**config.mk**
```make
export PLATFORM = sky130hd
export DESIGN_NAME = wbp_seq
export DESIGN_NICKNAME = d
export VERILOG_FILES = /design/src/design/wbp_pkg.sv /design/src/design/wbp_seq.sv
export SDC_FILE = /design/constraint.sdc
export NUM_CORES = 1
export LEC_CHECK = 0
export ABC_AREA = 1
export ABC_CLOCK_PERIOD_IN_PS = 9260
export BUFFER_PORTS_ARGS = -buffer_cell sky130_fd_sc_hd__clkbuf_2
export CAP_MARGIN = 20
export CORE_UTILIZATION = 50
export CTS_CLUSTER_DIAMETER = 30
export DETAILED_ROUTE_END_ITERATION = 10
export GPL_TIMING_DRIVEN = 0
export PLACE_DENSITY_LB_ADDON = 0.12
export SLEW_MARGIN = 10
export SYNTH_ARGS = -nofsm -noshare
export SYNTH_HDL_FRONTEND = slang
export SYNTH_SLANG_ARGS = --single-unit
```
**constraint.sdc**
```tcl
create_clock -name clk -period 9.26 [get_ports clk]
set_input_delay 0.463 -clock clk [delete_from_list [all_inputs] [get_ports clk]]
set_output_delay 0.463 -clock clk [all_outputs]
set_load 0.02 [all_outputs]
```
**src/design/wbp_pkg.sv**
```systemverilog
// wbp_pkg: shared constants, opcode and register codes, and the structs that
// pass between the window binary pattern sequencer, coordinate unit and top level.
// No dependencies.
package wbp_pkg;

  // Default sizes handed to the top level parameters
  localparam int MAX_WIDTH_DEF  = 1024;
  localparam int MAX_HEIGHT_DEF = 1024;
  localparam int MAX_WINDOW_DEF = 7;
  localparam int PIXEL_BITS_DEF = 16;

  // Fixed field widths
  localparam int COL_BITS       = 10;
  localparam int LIGHT_BITS     = 16;
  localparam int PATTERN_BITS   = 49;
  localparam int CFG_DATA_BITS  = 11;
  localparam int CFG_INDEX_BITS = 2;
  localparam int WSIDE_BITS     = 3;

  // Internal widths, large enough for every legal parameter value
  localparam int COORD_BITS   = 13;  // unsigned coordinate up to 4096
  localparam int SCOORD_BITS  = 14;  // signed coordinate before clamping
  localparam int SIDE_BITS    = 4;   // window side up to 8
  localparam int HALF_BITS    = 3;   // half window up to 3
  localparam int BIT_IDX_BITS = 6;   // pattern bit position up to 63

  // Transaction opcodes
  localparam logic OP_WRITE = 1'b0;
  localparam logic OP_QUERY = 1'b1;

  // Configuration register indexes
  localparam logic [CFG_INDEX_BITS-1:0] REG_IMAGE_WIDTH  = 2'd0;
  localparam logic [CFG_INDEX_BITS-1:0] REG_IMAGE_HEIGHT = 2'd1;
  localparam logic [CFG_INDEX_BITS-1:0] REG_WINDOW_SIDE  = 2'd2;

  // Effective image and window geometry
  typedef struct packed {
    logic [COORD_BITS-1:0] w_last;
    logic [COORD_BITS-1:0] h_last;
    logic [SIDE_BITS-1:0]  side;
    logic [HALF_BITS-1:0]  half;
  } geom_t;

  // One read request into the coordinate unit
  typedef struct packed {
    logic                          valid;
    logic                          is_centre;
    logic [BIT_IDX_BITS-1:0]       bit_idx;
    logic signed [SCOORD_BITS-1:0] x;
    logic signed [SCOORD_BITS-1:0] y;
  } coord_req_t;

  // Tag that travels alongside a frame store read
  typedef struct packed {
    logic                    valid;
    logic                    is_centre;
    logic [BIT_IDX_BITS-1:0] bit_idx;
  } coord_tag_t;

endpackage

```
**src/design/wbp_seq.sv**
```systemverilog
// wbp_seq: transaction handshake, write path, window sequencer, shared
// comparator and result register. Uses wbp_pkg.
module wbp_seq #(
  parameter int MAX_WIDTH  = wbp_pkg::MAX_WIDTH_DEF,
  parameter int AW         = 20,
  parameter int PIXEL_BITS = wbp_pkg::PIXEL_BITS_DEF
) (
  input  logic                                clk,
  input  logic                                rst,
  input  wbp_pkg::geom_t                      geom,
  input  logic                                in_valid,
  output logic                                in_stall,
  input  logic                                opcode,
  input  logic [wbp_pkg::COL_BITS-1:0]        col,
  input  logic [wbp_pkg::COL_BITS-1:0]        row,
  input  logic [wbp_pkg::LIGHT_BITS-1:0]      lightness,
  output logic                                out_valid,
  input  logic                                out_stall,
  output logic [wbp_pkg::PATTERN_BITS-1:0]    pattern_bits,
  output wbp_pkg::coord_req_t                 req,
  input  wbp_pkg::coord_tag_t                 tag,
  output logic                                wr_en,
  output logic [AW-1:0]                       wr_addr,
  output logic [PIXEL_BITS-1:0]               wr_data,
  input  logic [PIXEL_BITS-1:0]               rd_data
);

  typedef enum logic [1:0] {S_IDLE, S_ISSUE, S_DRAIN} state_t;

  state_t                              state;
  logic [wbp_pkg::COORD_BITS-1:0]      qx, qy;
  logic [wbp_pkg::COORD_BITS-1:0]      col_ext, row_ext;
  logic                                first;
  logic [wbp_pkg::SIDE_BITS-1:0]       c_cnt, r_cnt;
  logic [wbp_pkg::BIT_IDX_BITS-1:0]    bit_cnt;
  wbp_pkg::coord_tag_t                 d_tag;
  logic [PIXEL_BITS-1:0]               centre;
  logic [wbp_pkg::PATTERN_BITS-1:0]    pattern;
  logic                                accept;
  logic                                slot_free;
  logic                                pipe_empty;
  logic [wbp_pkg::SIDE_BITS-1:0]       side_last;
  logic signed [wbp_pkg::SCOORD_BITS-1:0] qx_s, qy_s, half_s, c_s, r_s;
  logic [31:0]                         wr_addr_wide;

  assign in_stall   = (state != S_IDLE);
  assign accept     = in_valid && (state == S_IDLE);
  assign slot_free  = !out_valid || !out_stall;
  assign pipe_empty = !tag.valid && !d_tag.valid;
  assign side_last  = geom.side - 4'd1;
  assign col_ext    = wbp_pkg::COORD_BITS'(col);
  assign row_ext    = wbp_pkg::COORD_BITS'(row);

  // Write path: drop writes that fall outside the image in use
  assign wr_addr_wide = 32'(row_ext) * 32'(MAX_WIDTH) + 32'(col_ext);
  assign wr_addr      = wr_addr_wide[AW-1:0];
  assign wr_data      = PIXEL_BITS'(lightness);
  assign wr_en        = accept && (opcode == wbp_pkg::OP_WRITE) &&
                        (col_ext <= geom.w_last) && (row_ext <= geom.h_last);

  // Window request: centre first, then each neighbour in raster order
  assign qx_s   = $signed({1'b0, qx});
  assign qy_s   = $signed({1'b0, qy});
  assign half_s = $signed({{(wbp_pkg::SCOORD_BITS-wbp_pkg::HALF_BITS){1'b0}}, geom.half});
  assign c_s    = $signed({{(wbp_pkg::SCOORD_BITS-wbp_pkg::SIDE_BITS){1'b0}}, c_cnt});
  assign r_s    = $signed({{(wbp_pkg::SCOORD_BITS-wbp_pkg::SIDE_BITS){1'b0}}, r_cnt});

  always_comb begin
    req.valid     = (state == S_ISSUE);
    req.is_centre = first;
    req.bit_idx   = bit_cnt;
    if (first) begin
      req.x = qx_s;
      req.y = qy_s;
    end else begin
      req.x = qx_s - half_s + c_s;
      req.y = qy_s - half_s + r_s;
    end
  end

  // Sequencer, comparator and result register
  always_ff @(posedge clk) begin
    if (rst) begin
      state       <= S_IDLE;
      out_valid   <= 1'b0;
      d_tag.valid <= 1'b0;
    end else begin
      d_tag <= tag;

      // Latch the centre, then compare each neighbour against it
      if (d_tag.valid) begin
        if (d_tag.is_centre) begin
          centre <= rd_data;
        end else if ((rd_data > centre) &&
                     (d_tag.bit_idx < wbp_pkg::BIT_IDX_BITS'(wbp_pkg::PATTERN_BITS))) begin
          pattern[d_tag.bit_idx] <= 1'b1;
        end
      end

      // Release a result once taken, unless the next one loads at this edge
      if (out_valid && !out_stall && !((state == S_DRAIN) && pipe_empty)) begin
        out_valid <= 1'b0;
      end

      unique case (state)
        S_IDLE: begin
          if (accept && (opcode == wbp_pkg::OP_QUERY)) begin
            qx      <= (col_ext > geom.w_last) ? geom.w_last : col_ext;
            qy      <= (row_ext > geom.h_last) ? geom.h_last : row_ext;
            first   <= 1'b1;
            c_cnt   <= '0;
            r_cnt   <= '0;
            bit_cnt <= '0;
            pattern <= '0;
            state   <= S_ISSUE;
          end
        end
        S_ISSUE: begin
          if (first) begin
            first <= 1'b0;
          end else begin
            bit_cnt <= bit_cnt + 1'b1;
            if (c_cnt == side_last) begin
              c_cnt <= '0;
              if (r_cnt == side_last) begin
                state <= S_DRAIN;
              end else begin
                r_cnt <= r_cnt + 1'b1;
              end
            end else begin
              c_cnt <= c_cnt + 1'b1;
            end
          end
        end
        S_DRAIN: begin
          // Wait for the last compare, then hand over the pattern
          if (pipe_empty && slot_free) begin
            pattern_bits <= pattern;
            out_valid    <= 1'b1;
            state        <= S_IDLE;
          end
        end
        default: begin
          state <= S_IDLE;
        end
      endcase
    end
  end

endmodule

```
==> impl_metrics.yaml, run 1 <==
yosys:
  synth.largest_area_cell: "edfxtp_1"
  synthTopCellsByCount: "inv_1 (199), nand2_1 (177), edfxtp_1 (162)"
  synth_edf_count: 162
  yosysSeqAreaShare_pct: 48.43
  yosysUniqueCellTypes: 42
  synth_most_common_cell: "inv_1"
  async_reset_ff_share_pct: 0
  synth_area_leaders: "edfxtp_1 (48%), ha_1 (8.6%), inv_1 (7.3%)"
  syn-cell-area_mm2: 0.01021
  avgSynthCellArea_um2: 8.917
  synth_top_area_share_pct: 47.65
  synth_flop_cell: "edfxtp_1"
  syn_inst: 1145
  ys_warn_count: 0
  synth-seq-cells: 166
routing:
  drt_wl_total_um: 23950
  vias_per_cell: 5.013
  first_pass_iters: 5
  wire_per_inst_um: 14.43
  ant_nets: 0
  drc_errors: 0
  vias: 8321
  dr.first_iter.drc_count: 406
floorplan:
  core_mm2: 0.01972
  die_height_um: 144.9
  die-area_mm2: 0.02099
  start_util_pct: 51.78
  io_pins: 222
  dieWidth_um: 144.9
  rows: 51
cts:
  cts_inserted_buffers: 17
  post_cts.repair.setup_buffers: 0
  cts-root-buf: "clkbuf_16"
  htreeDepth: 4
  cts.sinks: 166
  clkTransAtPathRegs_ns: 0.07
  ctsHoldBuffers: 0
  clk_latency_ns: 0.43
  cts.path.max_buffers: 2
  cts_resized: 0
  cts_tree: "built"
sta:
  worst_pin_slew_ns: 0.8411
  hold_slack_ns: 0.2007
  period_share_pct: 38.57
  relSlewSlack_pct: 43.79
  rsz0062_at_grt: "no"
  setup_slack_ns: 5.688
  period_needed_ns: 3.572
  finClkSkew_ns: 0.01200
  hold_viol: 0
  max_freq_mhz: 280.0
  setup_viol: 0
  slew_violations: 0
  fin_setup_tns_ns: 0
layout:
  drive_above_1_share_pct: 24.30
  syn2layout_area_growth_pct: 20.36
  num_antenna_cells: 0
  final_nets: 1556
grt:
  grt_overflow: 0
  grt_pass1_wl_um: 36600
  grt_max_degree: 31
  grt_pass1_vias: 7588
  grt_antenna_before_repair: 0
  grt_use_total_pct: 23.23
power:
  switchingPower_mw: 0.5763
  vdd_drop_max_mv: 0.1110
  power_frac_seq_pct: 45.9
  power.internal_mw: 1.356
  p_comb_share_pct: 17.4
  powerDensity_mw_per_mm2: 157.2
  power.share.switching_pct: 29.83
  p_leak_nw: 5.765
  pwr-share-clk_pct: 36.8
worst_hold_path:
  worstHoldPathType: "in2reg"
worst_setup_path:
  worstPathMaxFanout: 6
  endpoint_kind: "primary output"
  cp.required_ns: 8.80
  path_class: "reg2out"
  worst_ep_arrival_time_ns: 3.11
  worstSetupStartpointType: "flip-flop"
placed_design:
  dp_slack_ns: 5.934
  gp_congestion: 0.8961
  port-buffer-count: 204
  place_hpwl_um: 18610
outcome:
  status: "finished clean"
job:
  maxCapViolations: 0
power groups by stage:
stage	clock network, mW	logic, mW	registers (mW)
floorplan	0	0.232	0.900
global placement	0	0.328	0.903
detailed placement	0	0.336	0.902
CTS	0.727	0.338	0.886
global route	0.755	0.380	0.890
finish	0.710	0.336	0.886
per-layer routing:
metal  wire, µm  vias to the layer above  share of wire (%)  GRT usage (%)
met5          0                        -                  0              0
met4        650                        0                2.7          9.030
met3       1234                       37                5.2          5.067
met2      11730                      205                 49          40.06
met1      10340                     3775                 43          28.28
li1           -                     4304                  -              -
critical path, stage by stage (launching register included):
cell and delay, ns:
edfxtp_1 0.42, inv_1 0.11, fa_1 0.48, inv_1 0.04
ha_1 0.37, nand3_1 0.10, nand2_1 0.16, inv_1 0.05
o21ai_0 0.33, nand3_1 0.16, nand3_1 0.10, nand2_1 0.05
nor2_1 0.12, clkbuf_2 0.19
layout by cell type, fill, tap and decap left out, types with 44 or more instances in the layout:
master | synthesis | layout
ha_1 | 70 | 70
nor2_1 | 108 | 106
o21ai_0 | 47 | 47
nand4_1 | 64 | 64
buf_4 | 38 | 44
clkbuf_2 | 1 | 205
nand3_1 | 71 | 71
edfxtp_1 | 162 | 162
nand2_1 | 177 | 177
a21oi_1 | 96 | 96
inv_1 | 199 | 198
stage by stage:
stage	utilization (%)	instances	power (mW)	area [µm²]
final	62.32	1660	1.932	12290
after global routing	62.32	1660	2.025	12290
after CTS	62.32	1660	1.951	12290
after detailed placement	59.25	1628	1.238	11680
after global placement	58.73	1619	1.231	11580
after floorplan	-	1150	1.132	10230
cell families (layout without fill, tap and decap cells):
group | Yosys count | in the layout | synth area share [%]
buffers and inverters | 272 | 517 | 12.01
AOI/OAI and AO/OA | 165 | 165 | 8.787
adders and majority gates | 76 | 76 | 9.755
and+or+nand+nor | 458 | 458 | 20.38
xor gates and xnor gates | 7 | 7 | 0.6005
DFF | 166 | 166 | 48.43
other | 1 | 6 | 0.03673
sequential cells by signal, indices dropped and copies added (netlist names):
register      flops
bit_cnt           6
out_valid         1
qx               13
first             1
pattern          49
state             2
r_cnt             4
qy               13
centre           16
d_tag             8
c_cnt             4
pattern_bits     49
final timing paths:
check             slack, ns                    endpoint  cells past startpoint              startpoint
setup / recovery       5.69                     req[27]                     13  c_cnt[2]$_SDFFCE_PN0P_
hold / removal         0.20          d_tag[5]$_DFFE_PN_                      1                  tag[5]
setup reg to reg       7.21    bit_cnt[5]$_SDFFCE_PN0P_                      5   state[0]$_SDFFE_PP0P_
hold reg to reg        0.45  pattern_bits[23]$_DFFE_PP_                      0   pattern[23]$_DFFE_PN_
final cells by class:
cell class / count / area, µm²
multi-input combinational: 712 / 4074
clock buffer: 17 / 425.4
inverter: 203 / 762.0
fill: 1746 / 7430
buffer: 69 / 464.2
sequential: 166 / 4945
timing repair buffer: 213 / 1106
tap: 265 / 331.6
clock inverter: 15 / 180.2
No activity file was read; power rests on OpenSTA's default activity.
==> run 2, diff against run 1 <==
ABC_CLOCK_PERIOD_IN_PS = 3700   (was 9260)
clock period = 3.7 ns   (was 9.26 ns; I/O delays follow)
==> impl_metrics.yaml, run 2 (synthesized netlist as in run 1, its figures left out) <==
cts:
  clkTransAtPathRegs_ns: 0.06
  cts.sinks: 166
  htreeDepth: 4
  cts_tree: "built"
  clk_latency_ns: 0.43
  cts_inserted_buffers: 17
  cts.path.max_buffers: 2
  cts-root-buf: "clkbuf_16"
  post_cts.repair.setup_buffers: 0
worst_setup_path:
  worstPathMaxFanout: 7
  worst_ep_arrival_time_ns: 3.15
  critical_path.cell_chain: "inv_1 -> fa_1 -> inv_1 -> ha_1 -> nand2_1 -> nand3_1 -> inv_1 -> o21ai_0 -> nand3_1 -> nand3_1 -> nand2_1 -> nor2_1 -> clkbuf_2"
  path_delay_family: "adder cells"
  critPathBufInv: 4
  path_class: "reg2out"
  worstSetupStartpointType: "flip-flop"
  slowest_stage: "fa_1"
  cp_slowest_stage_delay_ns: 0.48
  cp.required_ns: 3.51
  endpoint_kind: "primary output"
grt:
  grt_antenna_before_repair: 0
  grt_pass1_wl_um: 37870
  grt_max_degree: 40
  grt_pass1_vias: 7972
  grt_use_total_pct: 23.74
  grt_overflow: 0
sta:
  worst_pin_slew_ns: 0.8225
  setup_slack_ns: 0.3680
  period_share_pct: 90.05
  relSlewSlack_pct: 44.76
  rsz0062_at_grt: "no"
  slew_violations: 0
  hold_slack_ns: 0.06626
  max_freq_mhz: 300.1
  hold_viol: 0
  fin_setup_tns_ns: 0
  period_needed_ns: 3.332
  setup_viol: 0
  finClkSkew_ns: 0.01182
floorplan:
  core_mm2: 0.01972
  dieWidth_um: 144.9
  die-area_mm2: 0.02099
  rows: 51
  io_pins: 222
  start_util_pct: 51.78
  die_height_um: 144.9
power:
  p_leak_nw: 5.854
  powerDensity_mw_per_mm2: 388.3
  report.power.total_mw: 4.865
  vdd_drop_max_mv: 0.2958
layout:
  syn2layout_area_growth_pct: 22.70
  final_common_cell: "clkbuf_2"
  layout_common_cells: "clkbuf_2 (205), inv_1 (198), nand2_1 (177), edfxtp_1 (162), nor2_1 (106)"
  multi_input_area_mm2: 0.004083
  final_nets: 1577
  drive_above_1_share_pct: 23.66
  num_antenna_cells: 0
  fill_cells: 1708
  register_area_mm2: 0.004945
  reg_top3: "pattern: 49 flops, pattern_bits: 49 flops, centre: 16 flops"
  fin_util_pct: 63.53
placed_design:
  place_hpwl_um: 18250
  dp_slack_ns: 0.8086
  gp_congestion: 0.9183
  port-buffer-count: 204
routing:
  drt_wl_total_um: 24140
  first_pass_iters: 5
  dr.first_iter.drc_count: 491
  vias: 8566
  vias_per_cell: 5.096
  wire_per_inst_um: 14.36
  ant_nets: 0
  drc_errors: 0
job:
  maxCapViolations: 0
worst_hold_path:
  worstHoldPathType: "in2reg"
outcome:
  status: "finished clean"
-- run 2: metrics by stage --
stage / area, µm² / std cells
finish: 12530 / 1681
global route: 12530 / 1681
CTS: 12530 / 1681
detailed placement: 11670 / 1624
global placement: 11600 / 1619
floorplan: 10240 / 1150
-- run 2: worst min-delay path: cells and delay by family --
kind	cells	cell delay (ns)
simple gates	2	0.10
buf+inv	1	0.10
-- run 2: path summary, 6_finish.rpt --
check / to / slack [ns] / startpoint / cells past startpoint
max: req[13] / 0.37 / r_cnt[2]$_SDFFCE_PN0P_ / 13
max reg2reg: c_cnt[0]$_SDFFCE_PN0P_ / 1.61 / state[0]$_SDFFE_PP0P_ / 5
min: qy[0]$_DFFE_PP_ / 0.07 / geom[7] / 3
min reg2reg: pattern_bits[26]$_DFFE_PP_ / 0.45 / pattern[26]$_DFFE_PN_ / 0
-- run 2: layer usage --
| metal | share of wire [%] | GRT usage [%] |
|---|---|---|
| met3 | 5.3 | 4.705 |
| met5 | 0 | 0 |
| met2 | 50 | 42.03 |
| met4 | 1.8 | 7.424 |
| met1 | 43 | 28.99 |
-- run 2: cell type report --
type / instances / area share, %
flip-flops and latches: 166 / 39.47
clock buffers: 17 / 3.396
plain buffers: 69 / 3.706
repair buffers: 234 / 10.70
multi-input cells: 712 / 32.59
clock inverters: 15 / 1.408
well taps: 265 / 2.647
inverters: 203 / 6.083
-- run 2: report_power, final --
part,switching [mW],total (mW),internal [mW]
logic,0.541,0.866,0.325
registers,0.0496,2.22,2.17
clock network,0.861,1.78,0.918
-- run 2: what timing repair did --
action,in CTS,in global routing
endpoints found under the hold margin,25,0
resized for setup,0,0
setup endpoints to repair,0,0
hold buffers,25,0
