## src/design/wbp_pkg.sv

```systemverilog
// wbp_pkg: shared constants, opcode and register codes, and the structs that
// pass between the window binary pattern sequencer, coordinate unit and top level.
// No dependencies.
package wbp_pkg;

  // Default sizes handed to the top level parameters
  localparam int MAX_WIDTH_DEF  = 1024;
  localparam int MAX_HEIGHT_DEF = 1024;
  localparam int MAX_WINDOW_DEF = 7;
  localparam int PIXEL_BITS_DEF = 16;

  // Fixed field widths
  localparam int COL_BITS       = 10;
  localparam int LIGHT_BITS     = 16;
  localparam int PATTERN_BITS   = 49;
  localparam int CFG_DATA_BITS  = 11;
  localparam int CFG_INDEX_BITS = 2;
  localparam int WSIDE_BITS     = 3;

  // Internal widths, large enough for every legal parameter value
  localparam int COORD_BITS   = 13;  // unsigned coordinate up to 4096
  localparam int SCOORD_BITS  = 14;  // signed coordinate before clamping
  localparam int SIDE_BITS    = 4;   // window side up to 8
  localparam int HALF_BITS    = 3;   // half window up to 3
  localparam int BIT_IDX_BITS = 6;   // pattern bit position up to 63

  // Transaction opcodes
  localparam logic OP_WRITE = 1'b0;
  localparam logic OP_QUERY = 1'b1;

  // Configuration register indexes
  localparam logic [CFG_INDEX_BITS-1:0] REG_IMAGE_WIDTH  = 2'd0;
  localparam logic [CFG_INDEX_BITS-1:0] REG_IMAGE_HEIGHT = 2'd1;
  localparam logic [CFG_INDEX_BITS-1:0] REG_WINDOW_SIDE  = 2'd2;

  // Effective image and window geometry
  typedef struct packed {
    logic [COORD_BITS-1:0] w_last;
    logic [COORD_BITS-1:0] h_last;
    logic [SIDE_BITS-1:0]  side;
    logic [HALF_BITS-1:0]  half;
  } geom_t;

  // One read request into the coordinate unit
  typedef struct packed {
    logic                          valid;
    logic                          is_centre;
    logic [BIT_IDX_BITS-1:0]       bit_idx;
    logic signed [SCOORD_BITS-1:0] x;
    logic signed [SCOORD_BITS-1:0] y;
  } coord_req_t;

  // Tag that travels alongside a frame store read
  typedef struct packed {
    logic                    valid;
    logic                    is_centre;
    logic [BIT_IDX_BITS-1:0] bit_idx;
  } coord_tag_t;

endpackage

```

## src/design/wbp_coord_unit.sv

```systemverilog
// wbp_coord_unit: clamps each requested window coordinate to the image,
// registers it and forms the frame store read address. Uses wbp_pkg.
module wbp_coord_unit #(
  parameter int MAX_WIDTH = wbp_pkg::MAX_WIDTH_DEF,
  parameter int AW        = 20
) (
  input  logic                clk,
  input  logic                rst,
  input  wbp_pkg::geom_t      geom,
  input  wbp_pkg::coord_req_t req,
  output wbp_pkg::coord_tag_t tag,
  output logic [AW-1:0]       rd_addr
);

  logic [wbp_pkg::COORD_BITS-1:0] nx_next, ny_next;
  logic [wbp_pkg::COORD_BITS-1:0] nx, ny;
  logic [31:0]                    addr_wide;

  // Clamp the coordinates to the image edges
  always_comb begin
    if (req.x < 0) begin
      nx_next = '0;
    end else if (req.x > $signed({1'b0, geom.w_last})) begin
      nx_next = geom.w_last;
    end else begin
      nx_next = req.x[wbp_pkg::COORD_BITS-1:0];
    end
    if (req.y < 0) begin
      ny_next = '0;
    end else if (req.y > $signed({1'b0, geom.h_last})) begin
      ny_next = geom.h_last;
    end else begin
      ny_next = req.y[wbp_pkg::COORD_BITS-1:0];
    end
  end

  // Hold the clamped coordinates and their tag
  always_ff @(posedge clk) begin
    if (rst) begin
      tag.valid <= 1'b0;
    end else begin
      tag.valid     <= req.valid;
      tag.is_centre <= req.is_centre;
      tag.bit_idx   <= req.bit_idx;
      nx            <= nx_next;
      ny            <= ny_next;
    end
  end

  // Row-major address into the frame store
  assign addr_wide = 32'(ny) * 32'(MAX_WIDTH) + 32'(nx);
  assign rd_addr   = addr_wide[AW-1:0];

endmodule

```

## config.mk

```make
export PLATFORM = sky130hd
export DESIGN_NAME = wbp_coord_unit
export DESIGN_NICKNAME = d
export VERILOG_FILES = /design/src/design/wbp_pkg.sv /design/src/design/wbp_coord_unit.sv
export SDC_FILE = /design/constraint.sdc
export NUM_CORES = 1
export LEC_CHECK = 0
export ABC_AREA = 1
export BUFFER_PORTS_ARGS = -buffer_cell sky130_fd_sc_hd__buf_2
export CAP_MARGIN = 0
export CELL_PAD_IN_SITES_DETAIL_PLACEMENT = 0
export CELL_PAD_IN_SITES_GLOBAL_PLACEMENT = 1
export CORE_MARGIN = 3
export CORE_UTILIZATION = 35
export CTS_CLUSTER_DIAMETER = 60
export CTS_CLUSTER_SIZE = 20
export DETAILED_ROUTE_END_ITERATION = 10
export PLACE_DENSITY = 0.94
export REMOVE_ABC_BUFFERS = 1
export SLEW_MARGIN = 40
export SYNTH_ARGS = -nofsm -noshare
export SYNTH_HDL_FRONTEND = slang
export SYNTH_SLANG_ARGS = --single-unit
```

## constraint.sdc

```tcl
create_clock -name clk -period 1.85 [get_ports clk]
set_input_delay 0.185 -clock clk [delete_from_list [all_inputs] [get_ports clk]]
set_output_delay 0.185 -clock clk [all_outputs]
set_load 0.005 [all_outputs]
```

==> results.toml, run 1 <==
[die]
rows = 30
dieArea_um2 = 8120
coreArea_um2 = 6830
ios = 99
dieHeight_um = 90.1
die_w_um = 90.1
initial_core_util_pct = 36.3

[yosys]
synth_cell_types = 22
synth_top_cell_by_area = "edfxtp_1"
synth.cell_area_um2 = 2480
synthCells = 317
ys_seq_area_share_pct = 37.2
synth_area_leaders = "edfxtp_1, ha_1, nand2_1, inv_1, nand3_1"
ys_seq_elements = 31
yosysTopAreaCellShare_pct = 36.4
synth_area_per_cell_um2 = 7.82
ys_warn_count = 0

[global_route]
grt_pass1_vias = 2186
overflow = 0
grt_max_degree = 31
antenna_found_initial = 0
grt_pass1_wl_um = 9270
grtUsageTotal_pct = 13.7

[final_layout]
fin_util_pct = 46.4
stdcell_area_um2 = 3170
final_common_cell = "buf_2"
mostFrequentLayoutCells = "buf_2, nand2_1, inv_1"
layout.nets = 510
area_growth_pct = 27.9
drive_above_1_share_pct = 30.7
finalNonFillerCells = 506
antenna_cells = 0
fill_cells = 713

[placed_design]
gp_congestion = 0.783
port_buffers = 91
placedCellCount = 494
placed_area_um2 = 3020
dpl.hpwl_um = 4390

[routing]
drc_errors = 0
drt_wl_total_um = 5460
drt_iter0_markers = 69
num_vias = 2258
drt-pass1-iter-count = 4
drt-vias-per-instance = 4.46
wl_per_cell_um = 10.8
ant_nets = 0

[sta]
fin_crit_ns = 2.02
fin_setup_tns_ns = -0.514
layout_setup_ws_ns = -0.167
holdWs_ns = 0.0622
fmax_ghz = 0.496
rsz0062_at_grt = "true"
period_share_pct = 109
report.final.slew_viol_count = 0
setup_viol = 5
hold_viol = 0
worst_slew_pin_slew_ns = 0.388
slew-limit-headroom_pct = 74.1

[power_and_ir_drop]
leakagePower_nw = 1.71
power_density_nw_per_um2 = 614
peakVddDrop_mv = 0.241

[clock_network]
numCtsBuffers = 5
cts_buffer_depth = 2
cts_hold_buffers = 0
cts_tree = "yes"
cts_root_buf = "clkbuf_8"
clk_pin_slew_ns = 0.07
cts.sinks = 31
h-tree-depth = 2

[worst_setup_path]
path_delay_family = "adder cells"
crit_type = "reg -> out"
cpMostUsedCell = "nand2_1"
path_cells = "ha_2, fa_2, nand2_1, nand2_1, nand2_2, buf_4, xor2_1, buf_2"
critPathCaptureType = "output port"
startpoint_type = "flop"
cpPeakStageDelay_ns = 0.37
worstPathArrival_ns = 1.83
critPathSlowestCell = "edfxtp_1"
worstPathRequired_ns = 1.66
critPathBufInv = 2
critPathMaxFanout = 2

[status]
status = "finished with violations"
violations = "setup timing"

[worst_hold_path]
holdCritPathClass = "in -> reg"

[run]
drv_cap = 0
-- path summary, 6_finish.rpt --
check                       startpoint                end  cells after the start
setup / recovery  nx[10]$_SDFFCE_PP0N_        rd_addr[14]                      8
hold / removal                     rst  tag[7]$_SDFF_PP0_                      2
-- stage by stage --
stage | total power [W] | setup slack [ns]
floorplan | 0.00118 | -0.0340
global placement | 0.00142 | 0.0748
detailed placement | 0.00143 | -0.00361
CTS | 0.00196 | -0.169
global route | 0.00209 | -0.296
finish | 0.00195 | -0.167
-- state kept, by name, summed over array words and instances (netlist names) --
| signal | count |
|---|---|
| nx | 13 |
| tag | 8 |
| ny | 10 |
-- cell usage after synthesis --
cell type and n:
nor3_1 1, nand3_2 1, dfxtp_1 1, buf_4 12
fa_1 1, buf_2 5, nor2_2 2, ha_1 29
inv_1 54, a21oi_2 3, a21oi_1 26, xnor2_1 2
buf_6 2, nand3_1 31, clkbuf_1 1, edfxtp_1 30
nor2_1 33, nand2_1 73, nand4_1 1, nand2_2 2
inv_2 1, xor2_1 6
-- cell type report --
type	count	area (um^2)	share of cell area (%)
Clock buffer	7	76.3	2.41
Sequential cell	31	921	29.1
Multi-Input combinational cell	211	1240	39.2
Tap cell	96	120	3.79
Clock inverter	1	5.00	0.158
Timing Repair Buffer	105	598	18.9
Inverter	55	206	6.51
-- power by group --
| group | leakage [nW] | internal (W) | switching [W] |
|---|---|---|---|
| registers | 0.299 | 0.000843 | 0.0000265 |
| clock network | 0.0422 | 0.000263 | 0.000240 |
| logic | 1.37 | 0.000271 | 0.000302 |
| total | 1.71 | 0.00138 | 0.000568 |
-- metal layers --
metal	routed length, um	track usage, %
met1	2330	15.8
met4	97	5.48
met5	0	0
met3	303	2.68
met2	2730	24.8
-- what timing repair did --
action	CTS	global route
gates cloned	0	0
pin swaps	1	1
buffers inserted	2	2
resized for setup	6	1
setup endpoints to repair	6	8
-- cell families (layout without fill, tap and decap cells) --
kind of cell	count (synthesis)	after routing	share of synthesized area, %
AND/OR/NAND/NOR	144	144	24.2
buffers and inverters	75	168	14.0
flip-flops	31	31	37.2
adder cells (fa/ha/maj)	30	30	15.5
AO/OA/AOI/OAI	29	29	6.31
XOR/XNOR	8	8	2.83
(Power assumes the default switching activity.)
==> inputs of run 2 (changes only) <==
- GPL_ROUTABILITY_DRIVEN: not set -> 0
- RECOVER_POWER: not set -> 25
- clock period: 1.85 -> 2 ns (I/O delays scaled with it)
==> run 2 against run 1 <==
Net effect: the run now ends clean; wire length is 0.51% higher; hold slack better by 0.017 ns; via count is 2.3% lower; critical endpoint unchanged.
==> results.toml, run 2 (synthesized netlist as in run 1, its figures left out) <==
[status]
status = "completed"

[power_and_ir_drop]
leakagePower_nw = 1.68
fin_total_pwr_w = 0.00178
p_seq_share_pct = 45.3
power_density_nw_per_um2 = 571
comb_power_share_pct = 28.8
p_int_w = 0.00126
peakVddDrop_mv = 0.292
p_switching_w = 0.000525
pwr-share-clk_pct = 25.9
swShare_pct = 29.5

[sta]
fmax_ghz = 0.500
fin_setup_tns_ns = 0
slew-limit-headroom_pct = 48.8
period_share_pct = 100
report.final.slew_viol_count = 0
fin_crit_ns = 2.00
worst_slew_pin_slew_ns = 0.768
setup_viol = 0
hold_viol = 0
rsz0062_at_grt = "true"
holdWs_ns = 0.0792

[final_layout]
final_common_cell = "buf_2"
largest_reg_flops = 13
largestRegisters = "nx: 13 flops, ny: 10 flops, tag: 8 flops"
layout.nets = 507
drive_above_1_share_pct = 29.7
area_growth_pct = 25.9
top_register = "nx"
antenna_cells = 0
mostFrequentLayoutCells = "buf_2, nand2_1, inv_1"
fill_cells = 686

[worst_setup_path]
cpPeakStageDelay_ns = 0.41
path_cells = "ha_4, fa_2, nand2_1, nand2_1, nand2_2, buf_4, xor2_1, buf_2"
critPathCaptureType = "output port"
worstPathArrival_ns = 1.80
path_delay_family = "adder cells"
crit_type = "reg -> out"
startpoint_type = "flop"
critPathMaxFanout = 2
startpoint = "nx[10]$_SDFFCE_PP0N_"
critPathBufInv = 2
worstPathRequired_ns = 1.80
critPathSlowestCell = "edfxtp_1"
cpMostUsedCell = "nand2_1"

[die]
ios = 99
dieHeight_um = 90.1
die_w_um = 90.1
rows = 30
coreArea_um2 = 6830
initial_core_util_pct = 36.3
dieArea_um2 = 8120

[placed_design]
dpl.hpwl_um = 4390
port_buffers = 91

[clock_network]
h-tree-depth = 2
cts_buffer_depth = 2
cts_root_buf = "clkbuf_8"
cts_tree = "yes"
cts.sinks = 31
numCtsBuffers = 5
clk_pin_slew_ns = 0.06

[routing]
ant_nets = 0
num_vias = 2206
drc_errors = 0
drt_iter0_markers = 52
drt-vias-per-instance = 4.39
drt_wl_total_um = 5490
wl_per_cell_um = 10.9
drt-pass1-iter-count = 4

[global_route]
antenna_found_initial = 0
grt_max_degree = 31
overflow = 0
grt_pass1_wl_um = 9410
grt_pass1_vias = 2194
grtUsageTotal_pct = 13.8

[worst_hold_path]
holdCritPathClass = "in -> reg"
hold_path.startpoint = "rst"

[run]
drv_cap = 0
## run 2: cell count changes in the layout (fill, tap and decap cells not counted)
cell,delta
buf_4,-2
clkinv_1,+2
clkbuf_1,-1
nand2_2,-1
clkinv_2,-1
nor3_2,+1
ha_4,+1
buf_12,-2
nand2_1,+1
ha_2,-1
clkbuf_2,+1
nor3_4,-1
## run 2: path summary, 6_finish.rpt
path / endpoint / slack [ns] / cells after the start
max: rd_addr[14] / 0.0006 / 8
min: tag[7]$_SDFF_PP0_ / 0.08 / 2
## run 2: stage by stage
step / util, % / area (um^2) / cells / worst slack [ns]
5_1_grt: 45.7 / 3120 / 503 / -0.116
6_report: 45.7 / 3120 / 503 / 0.000617
2_1_floorplan: - / 2340 / 297 / 0.101
3_5_place_dp: 43.8 / 2990 / 493 / 0.185
3_3_place_gp: 43.8 / 2990 / 493 / 0.207
4_1_cts: 45.1 / 3080 / 501 / -0.00236
## run 2: metal layers
layer	vias up	part of all wire, %	GRT usage [%]
li1	1178	-	-
met1	967	43	16.1
met2	53	51	25.0
met3	8	4.7	2.85
met4	0	1.9	4.85
met5	-	0	0
## run 2: final cells by class
| type | instances | area, um^2 | area share (%) |
|---|---|---|---|
| Timing Repair Buffer | 102 | 548 | 17.6 |
| Clock buffer | 6 | 72.6 | 2.33 |
| Tap cell | 96 | 120 | 3.85 |
| Sequential cell | 31 | 921 | 29.5 |
| Multi-Input combinational cell | 211 | 1240 | 39.9 |
| Clock inverter | 2 | 7.51 | 0.241 |
| Inverter | 55 | 206 | 6.62 |
## run 2: repair_timing
item / CTS / global route
gates resized for setup: 4 / 2
buffers inserted: 0 / 2
endpoints found under the setup margin: 3 / 4
hold buffers: 0 / 0
## run 2: power by group through the flow
stage | combinational, W | sequential, W | clock [W]
final | 0.000513 | 0.000806 | 0.000461
after global placement | 0.000487 | 0.000813 | 0
after floorplan | 0.000270 | 0.000818 | 0
after CTS | 0.000506 | 0.000802 | 0.000478
after global routing | 0.000595 | 0.000812 | 0.000506
after detailed placement | 0.000501 | 0.000815 | 0
==> inputs of run 3 (changes only) <==
- CORE_MARGIN: 3 -> not set
- MAX_ROUTING_LAYER: not set -> met4
==> run 3 against run 2 <==
Net effect: hold slack worse by 0.00083 ns; sequential share of layout area increased by 0.095 points; die area down 8.7%; power down 0.20%; cell area is 0.32% lower; utilization is 0.15 points lower; clock power about the same; cell count decreased by 0.20%; combinational power barely moved; sequential cell count is the same; critical path depth up 1; first-iteration DRC count rose by 1.9%; largest cell class unchanged; highest routed layer unchanged.
==> results.toml, run 3 (synthesized netlist as in run 1, its figures left out) <==
[status]
status = "completed"

[final_layout]
final_common_cell = "buf_2"
largest_reg_flops = 13
multi_input_area_um2 = 1250
mostFrequentLayoutCells = "buf_2, nand2_1, inv_1"
drive_above_1_share_pct = 30.8
fin_util_pct = 45.5
layout.nets = 507
area_growth_pct = 25.5
largestRegisters = "nx: 13 flops, ny: 10 flops, tag: 8 flops"
finalNonFillerCells = 502
antenna_cells = 0
top_register = "nx"
seqCellArea_um2 = 921
fill_cells = 667

[run]
drv_cap = 0

[global_route]
overflow = 0
antenna_found_initial = 0
grtUsageMet1_pct = 17.2
grtUsageTotal_pct = 14.9
met2_usage_pct = 25.8
grt_pass1_vias = 2048
grt_max_degree = 31
busiest_layer = "met2"
grt_pass1_wl_um = 8540
globalRouteMet3Util_pct = 2.02

[die]
initial_core_util_pct = 36.3
coreArea_um2 = 6830
dieHeight_um = 86.1
ios = 99
dieArea_um2 = 7420
rows = 30
die_w_um = 86.1

[power_and_ir_drop]
pwr-share-clk_pct = 25.9
power_density_nw_per_um2 = 572
fin_total_pwr_w = 0.00178
peakVddDrop_mv = 0.255
swShare_pct = 30.0
p_int_w = 0.00124
comb_power_share_pct = 28.8
p_switching_w = 0.000533
leakagePower_nw = 1.68
p_seq_share_pct = 45.3

[sta]
slew-limit-headroom_pct = 48.9
setup_viol = 0
holdWs_ns = 0.0783
period_share_pct = 99.5
fin_crit_ns = 1.99
rsz0062_at_grt = "true"
hold_viol = 0
worst_slew_pin_slew_ns = 0.767
fmax_ghz = 0.503
report.final.slew_viol_count = 0

[routing]
ant_nets = 0
drc_errors = 0
drt_iter0_markers = 53
num_vias = 2242
drt_wl_total_um = 5360
wl_per_cell_um = 10.7
drt-pass1-iter-count = 4
drt-vias-per-instance = 4.47

[placed_design]
dpl.hpwl_um = 4150
placedCellCount = 493
port_buffers = 91

[clock_network]
cts_root_buf = "clkbuf_8"
h-tree-depth = 2
cts_tree = "yes"
cts.sinks = 31
clk_pin_slew_ns = 0.07
cts_hold_buffers = 0
numCtsBuffers = 5
cts_buffer_depth = 2

[worst_hold_path]
holdCritPathClass = "in -> reg"

[worst_setup_path]
startpoint_type = "flop"
worstPathArrival_ns = 1.79
worstPathRequired_ns = 1.80
critPathCaptureType = "output port"
critPathMaxFanout = 2
startpoint = "ny[0]$_SDFFCE_PP0N_"
critPathCapture = "rd_addr[18]"
crit_type = "reg -> out"
## run 3: changes by cell type in the layout (fill, tap and decap cells not counted), sizes merged
cell and delta:
clkbuf -1
## run 3: cell type report
type,count,share of cell area (%)
clock buffers,5,2.21
flip-flops and latches,31,29.6
clock inverters,2,0.282
inverters,55,6.64
multi-input cells,211,40.2
repair buffers,102,17.2
well taps,96,3.86
## run 3: worst min path at each step
stage / startpoint / endpoint / slack (ns) / cells after the start
3_3_place_gp: rst / tag[7]$_SDFF_PP0_ / 0.37 / 2
4_1_cts: rst / tag[7]$_SDFF_PP0_ / 0.07 / 2
5_1_grt: rst / tag[7]$_SDFF_PP0_ / 0.09 / 2
2_1_floorplan: rst / tag[7]$_SDFF_PP0_ / 0.27 / 1
3_5_place_dp: rst / tag[7]$_SDFF_PP0_ / 0.38 / 2
6_report: rst / tag[7]$_SDFF_PP0_ / 0.08 / 2
## run 3: power by group through the flow
| stage | Clock [W] | Sequential [W] | Combinational, W |
|---|---|---|---|
| 3_5_place_dp | 0 | 0.000815 | 0.000492 |
| 2_1_floorplan | 0 | 0.000818 | 0.000270 |
| 4_1_cts | 0.000470 | 0.000802 | 0.000499 |
| 5_1_grt | 0.000497 | 0.000810 | 0.000590 |
| 6_report | 0.000461 | 0.000804 | 0.000512 |
| 3_3_place_gp | 0 | 0.000813 | 0.000478 |
## run 3: per-layer routing
layer | up-vias | wire length (um)
met5 | - | 0
met3 | 13 | 270
li1 | 1180 | -
met4 | 0 | 90
met2 | 82 | 2570
met1 | 967 | 2430
## run 3: critical path, stage by stage, from the launching register on
cell and delay [ns]:
edfxtp_1 0.39, ha_2 0.21, fa_2 0.34, nand2_1 0.07, nand2_1 0.05, nand2_2 0.09
nor3_2 0.06, nand2_1 0.07, xnor2_1 0.11, buf_2 0.13
## run 3: timing repair
item / 4_1_cts / 5_1_grt
endpoints found under the hold margin: 0 / 0
buffers inserted: 0 / 2
endpoints found under the setup margin: 3 / 6
resized for setup: 4 / 4
## run 3: metrics by stage
step	setup TNS (ns)	setup WS [ns]	area, um^2
2_1_floorplan	0	0.101	2340
3_3_place_gp	0	0.212	2980
3_5_place_dp	0	0.197	2980
4_1_cts	0	0.00907	3070
5_1_grt	-0.157	-0.100	3110
6_report	0	0.0109	3110
